==> config.mk <==
export PLATFORM = sky130hd
export DESIGN_NAME = swm_ctrl
export DESIGN_NICKNAME = d
export VERILOG_FILES = /design/src/rtl/core/swm_pkg.sv /design/src/rtl/core/swm_ctrl.sv
export SDC_FILE = /design/constraint.sdc
export NUM_CORES = 1
export LEC_CHECK = 0
export ABC_AREA = 1
export BUFFER_PORTS_ARGS = -buffer_cell sky130_fd_sc_hd__buf_4
export CORE_AREA = 2 2 39 41
export CTS_CLUSTER_DIAMETER = 60
export DETAILED_ROUTE_END_ITERATION = 10
export DIE_AREA = 0 0 41 43
export GPL_ROUTABILITY_DRIVEN = 0
export SETUP_SLACK_MARGIN = 0.15
export SLEW_MARGIN = 20
export SYNTH_ARGS = -nofsm -noshare
export SYNTH_HDL_FRONTEND = slang
export SYNTH_SLANG_ARGS = --single-unit
==> constraint.sdc <==
create_clock -name i_clk -period 3 [get_ports i_clk]
set_input_delay 0.45 -clock i_clk [delete_from_list [all_inputs] [get_ports i_clk]]
set_output_delay 0.45 -clock i_clk [all_outputs]
set_load 0.1 [all_outputs]
==> src/rtl/core/swm_pkg.sv <==
// swm_pkg: shared constants and controller command type for the sliding window median.
// No dependencies.
`timescale 1ns / 1ps

package swm_pkg;

    localparam int WINDOW   = 50;
    localparam int DATA_W   = 16;
    localparam int PTR_W    = (WINDOW > 1) ? $clog2(WINDOW) : 1;
    localparam int CNT_W    = $clog2(WINDOW + 1);
    localparam int MID_HI   = WINDOW / 2;
    localparam int MID_LO   = ((WINDOW % 2) == 0) ? (WINDOW / 2 - 1) : (WINDOW / 2);

    typedef struct packed {
        logic capture;
        logic del;
        logic ins;
        logic med;
    } t_cmd;

endpackage

==> src/rtl/core/swm_ctrl.sv <==
// swm_ctrl: sequencing state machine for the sliding window median.
// Depends on swm_pkg.
`timescale 1ns / 1ps

module swm_ctrl
    import swm_pkg::*;
(
    input  logic i_clk,
    input  logic i_rst_n,
    input  logic i_valid,
    output logic o_stall,
    output logic o_valid,
    input  logic i_stall,
    output t_cmd o_cmd
);

    typedef enum logic [1:0] {
        S_IDLE,
        S_DEL,
        S_INS,
        S_MED
    } t_state;

    t_state r_state;
    t_state n_state;
    logic   r_out_valid;
    logic   n_out_valid;
    logic   w_load;

    assign w_load = (r_state == S_MED) && (!r_out_valid || !i_stall);

    always_comb begin
        o_cmd.capture = (r_state == S_IDLE) && i_valid;
        o_cmd.del     = (r_state == S_DEL);
        o_cmd.ins     = (r_state == S_INS);
        o_cmd.med     = w_load;
    end

    always_comb begin
        n_state = r_state;
        unique case (r_state)
            S_IDLE: begin
                if (i_valid) begin
                    n_state = S_DEL;
                end
            end
            S_DEL: n_state = S_INS;
            S_INS: n_state = S_MED;
            S_MED: begin
                if (w_load) begin
                    n_state = S_IDLE;
                end
            end
            default: n_state = S_IDLE;
        endcase

        if (w_load) begin
            n_out_valid = 1'b1;
        end else if (!i_stall) begin
            n_out_valid = 1'b0;
        end else begin
            n_out_valid = r_out_valid;
        end
    end

    always_ff @(posedge i_clk) begin
        if (!i_rst_n) begin
            r_state     <= S_IDLE;
            r_out_valid <= 1'b0;
        end else begin
            r_state     <= n_state;
            r_out_valid <= n_out_valid;
        end
    end

    assign o_stall = (r_state != S_IDLE);
    assign o_valid = r_out_valid;

endmodule

* After elaboration in Yosys (flattened, before gate mapping) *
Cells that the tools add are included.

storage, ports and cells
  register bits after elaboration = 3
  output and inout bits = 6
  word-level logic and storage cells = 21

cells by class
  muxes and demuxes = 5
  reduce and logical (&&, ||, !) cells = 8
  eq/ne operators = 6

operators by type and width
  cell                                                                      number
  2-bit case mux with 4 select lines                                        1
  2-bit == test (second input constant)                                     2
  2-bit two-way mux                                                         2
  2-bit inequality test (second input constant)                             2
  2-bit by 1-bit == test with 1-bit output (second input constant)          1
  1-bit logical AND                                                         2
  1-bit logical NOT                                                         2
  2-bit logical NOT                                                         1
  1-bit two-way mux                                                         2
  2-bit by 1-bit inequality test with 1-bit output (second input constant)  1
  2-bit AND reduction                                                       1
  2-bit nonzero test                                                        1
  1-bit logical OR                                                          1

* Longest topological paths before layout *
  word-level depth = 5
  mapped depth = 6
  mapped depth without buffers = 6

* Least setup slack after synthesis *
Ideal clock, no wire load.

  path type = flip-flop to output port
  start = reg r_out_valid (netlist: o_valid)
  end = out o_cmd[0] (netlist name)
  arrival time = 1376 ps
  path buffers = 1
  path slack = 1174 ps
  cell stages (with the launch flop) = 3
  cells stage by stage = dfxtp_1 -> a21oi_1 -> buf_4

RTL lines
  item                    line            text
  start, declared         swm_ctrl.sv:26  logic r_out_valid;
  start signal, assigned  swm_ctrl.sv:72  r_out_valid <= n_out_valid;
  end, declared           swm_ctrl.sv:14  output t_cmd o_cmd

* Worst setup path after layout *
  start = reg r_state[0]
  end = out o_stall

on the way
  cells in the longest elaborated chain, start to end = 1

RTL lines
  item                    line            text
  start, declared         swm_ctrl.sv:24  t_state r_state;
  start signal, assigned  swm_ctrl.sv:71  r_state <= n_state;
  2-bit nonzero test      swm_ctrl.sv:76  assign o_stall = (r_state != S_IDLE);
  end, declared           swm_ctrl.sv:11  output logic o_stall,

Every way passes these cells.

==> results.yml <==
timing:
  setup_viol: 0
  slew_violations: 0
  skew_ns: 0.00163
  grt_setup_unrepaired: "no"
  worstMarginPinSlew_ns: 0.278
  fmax_ghz: 0.580
  post-route-period-util: 0.575
  finalHoldViolCount: 0
  setup_tns_ns: 0
  relSlewSlack: 0.816
  min_period_ns: 1.73
placed_design:
  dpl_cell_area_um2: 312
  place.port_buffers: 9
global_routing:
  grt_pass1_wl_um: 614
  grt_pass1_vias: 190
  grt.overflow.total: 0
  grt_max_degree: 5
  antenna_found_initial: 0
  grtUsageTotal: 0.0552
worst_setup_path:
  endpoint_kind: "primary output"
  critPathMaxStageDelay_ns: 0.37
  crit_path_cell_trace: "inv_1 > ha_1 > inv_1 > buf_4"
  critPathRequiredTime_ns: 2.55
  worst-endpoint-arrival_ns: 1.28
  startpoint_type: "flip-flop"
  cp_max_fo: 4
  path_common_cell: "inv_1"
  path_delay_family: "buffers and inverters"
  critPathKind: "flip-flop to primary output"
  path_buf_inv: 3
  critPathSlowestCell: "dfxtp_1"
logic_synthesis:
  synth_warnings: 0
  synth_nets: 40
  yosysUniqueCellTypes: 11
  seq_area_frac_synth: 0.259
  ys_seq_elements: 3
  syn_inst: 31
  synth_area_um2: 231
  synth.avg_cell_area_um2: 7.47
floorplanning:
  die_h_um: 43
  coreArea_um2: 1380
  dieArea_um2: 1760
  initial_utilization: 0.167
  io_pins: 10
  dieWidth_um: 41
  num_rows: 14
cts:
  cts_setup_buffers: 0
  cts_resized: 0
  htree_num_levels: 1
  cts_buffers: 3
  clk_pin_slew_ns: 0.03
  clk-insertion-delay-late_ns: 0.23
  cts_buffer_depth: 2
  postCtsHoldBufs: 0
  numClockSinks: 3
  cts_tree: "built"
  cts_root_buf: "clkbuf_4"
layout:
  regArea_um2: 60.1
  final.fill_count: 158
  num_antenna_cells: 0
  fin_util: 0.244
  syn_to_final_growth_pct: 45.9
  nNetsFinal: 53
  multi_input_area_um2: 138
  finish.instance_area_um2: 338
  drive_gt1_frac: 0.326
flow_run:
  maxCapViolCount: 0
min_path:
  hold_path_class: "input pin to flip-flop"
routing:
  routed_via_density: 3.68
  dr.pass1.iters: 1
  drtIter0Drc: 0
  remaining_drc_errors: 0
  avgRoutedWirePerCell_um: 6.80
  drt-total-wl_um: 401
  vias: 217
  ant_nets: 0
run_status:
  status: "completed"
==> metal layers <==
metal	vias to the layer above	routed length [um]	global-route usage
li1	119	-	-
met1	94	151	0.0481
met2	4	218	0.0781
met3	0	31	0.0471
met4	0	0	0.0400
met5	-	0	0
==> flip-flops by register name (all words and copies together), names as in the netlist <==
register  cells
r_state       2
o_valid       1
==> through the flow <==
| step | std cells | hold slack [ns] | setup WS [ns] |
|---|---|---|---|
| finish | 59 | 0.469 | 1.27 |
| global route | 59 | 0.469 | 1.19 |
| CTS | 59 | 0.465 | 1.26 |
| detailed placement | 55 | 0.505 | 1.51 |
| global placement | 55 | 0.508 | 1.52 |
| floorplan | 31 | 0.502 | 1.17 |
==> layout make-up <==
class,instances,area share
clock buffers,4,0.0778
inverters,7,0.0778
multi-input cells,20,0.407
flip-flops and latches,3,0.178
well taps,16,0.0593
repair buffers,9,0.200
==> final timing paths <==
kind                                   to  cells after the start  slack, ns               startpoint
setup / recovery                  o_stall                      4       1.27  r_state[0]$_SDFFE_PN0P_
hold reg to reg      o_valid$_SDFFE_PN0P_                      2       0.50     o_valid$_SDFFE_PN0P_
hold / removal    r_state[1]$_SDFFE_PN0P_                      3       0.47                  i_rst_n
setup reg to reg  r_state[0]$_SDFFE_PN0P_                      6       1.91  r_state[0]$_SDFFE_PN0P_
==> worst reg2reg max path, cell delays in order (launching register included) <==
cell and delay (ns):
dfxtp_1 0.37, inv_1 0.10, ha_1 0.24, nand2_2 0.10
nand3_1 0.08, nand2_1 0.06, nor2_1 0.04
==> cells in the final DEF (no fill, tap or decap), drive strengths merged <==
cell type	netlist	final
a21oi	3	3
ha	5	5
a21boi	1	1
clkbuf	0	4
inv	7	7
nand3	3	3
nand2	5	5
buf	1	9
nor2	3	3
dfxtp	3	3
==> Yosys cell counts, drive strengths merged <==
cell type  count  area share
a21boi         1       0.032
a21oi          3       0.065
buf            1       0.032
dfxtp          3        0.26
ha             5        0.27
inv            7        0.11
nand2          5       0.092
nand3          3       0.086
nor2           3       0.049
==> kinds of logic (layout without fill, tap and decap cells) <==
logic type	after synthesis	in the layout	synth area share
AO/OA/AOI/OAI	4	4	0.0973
adder cells (fa/ha/maj)	5	5	0.270
buffers and inverters	8	20	0.146
flip-flops	3	3	0.259
AND/OR/NAND/NOR	11	11	0.227
Power is left out: the tool's default activity adds up to more than one toggle a clock period on the data nets, which glitch-free logic cannot reach.
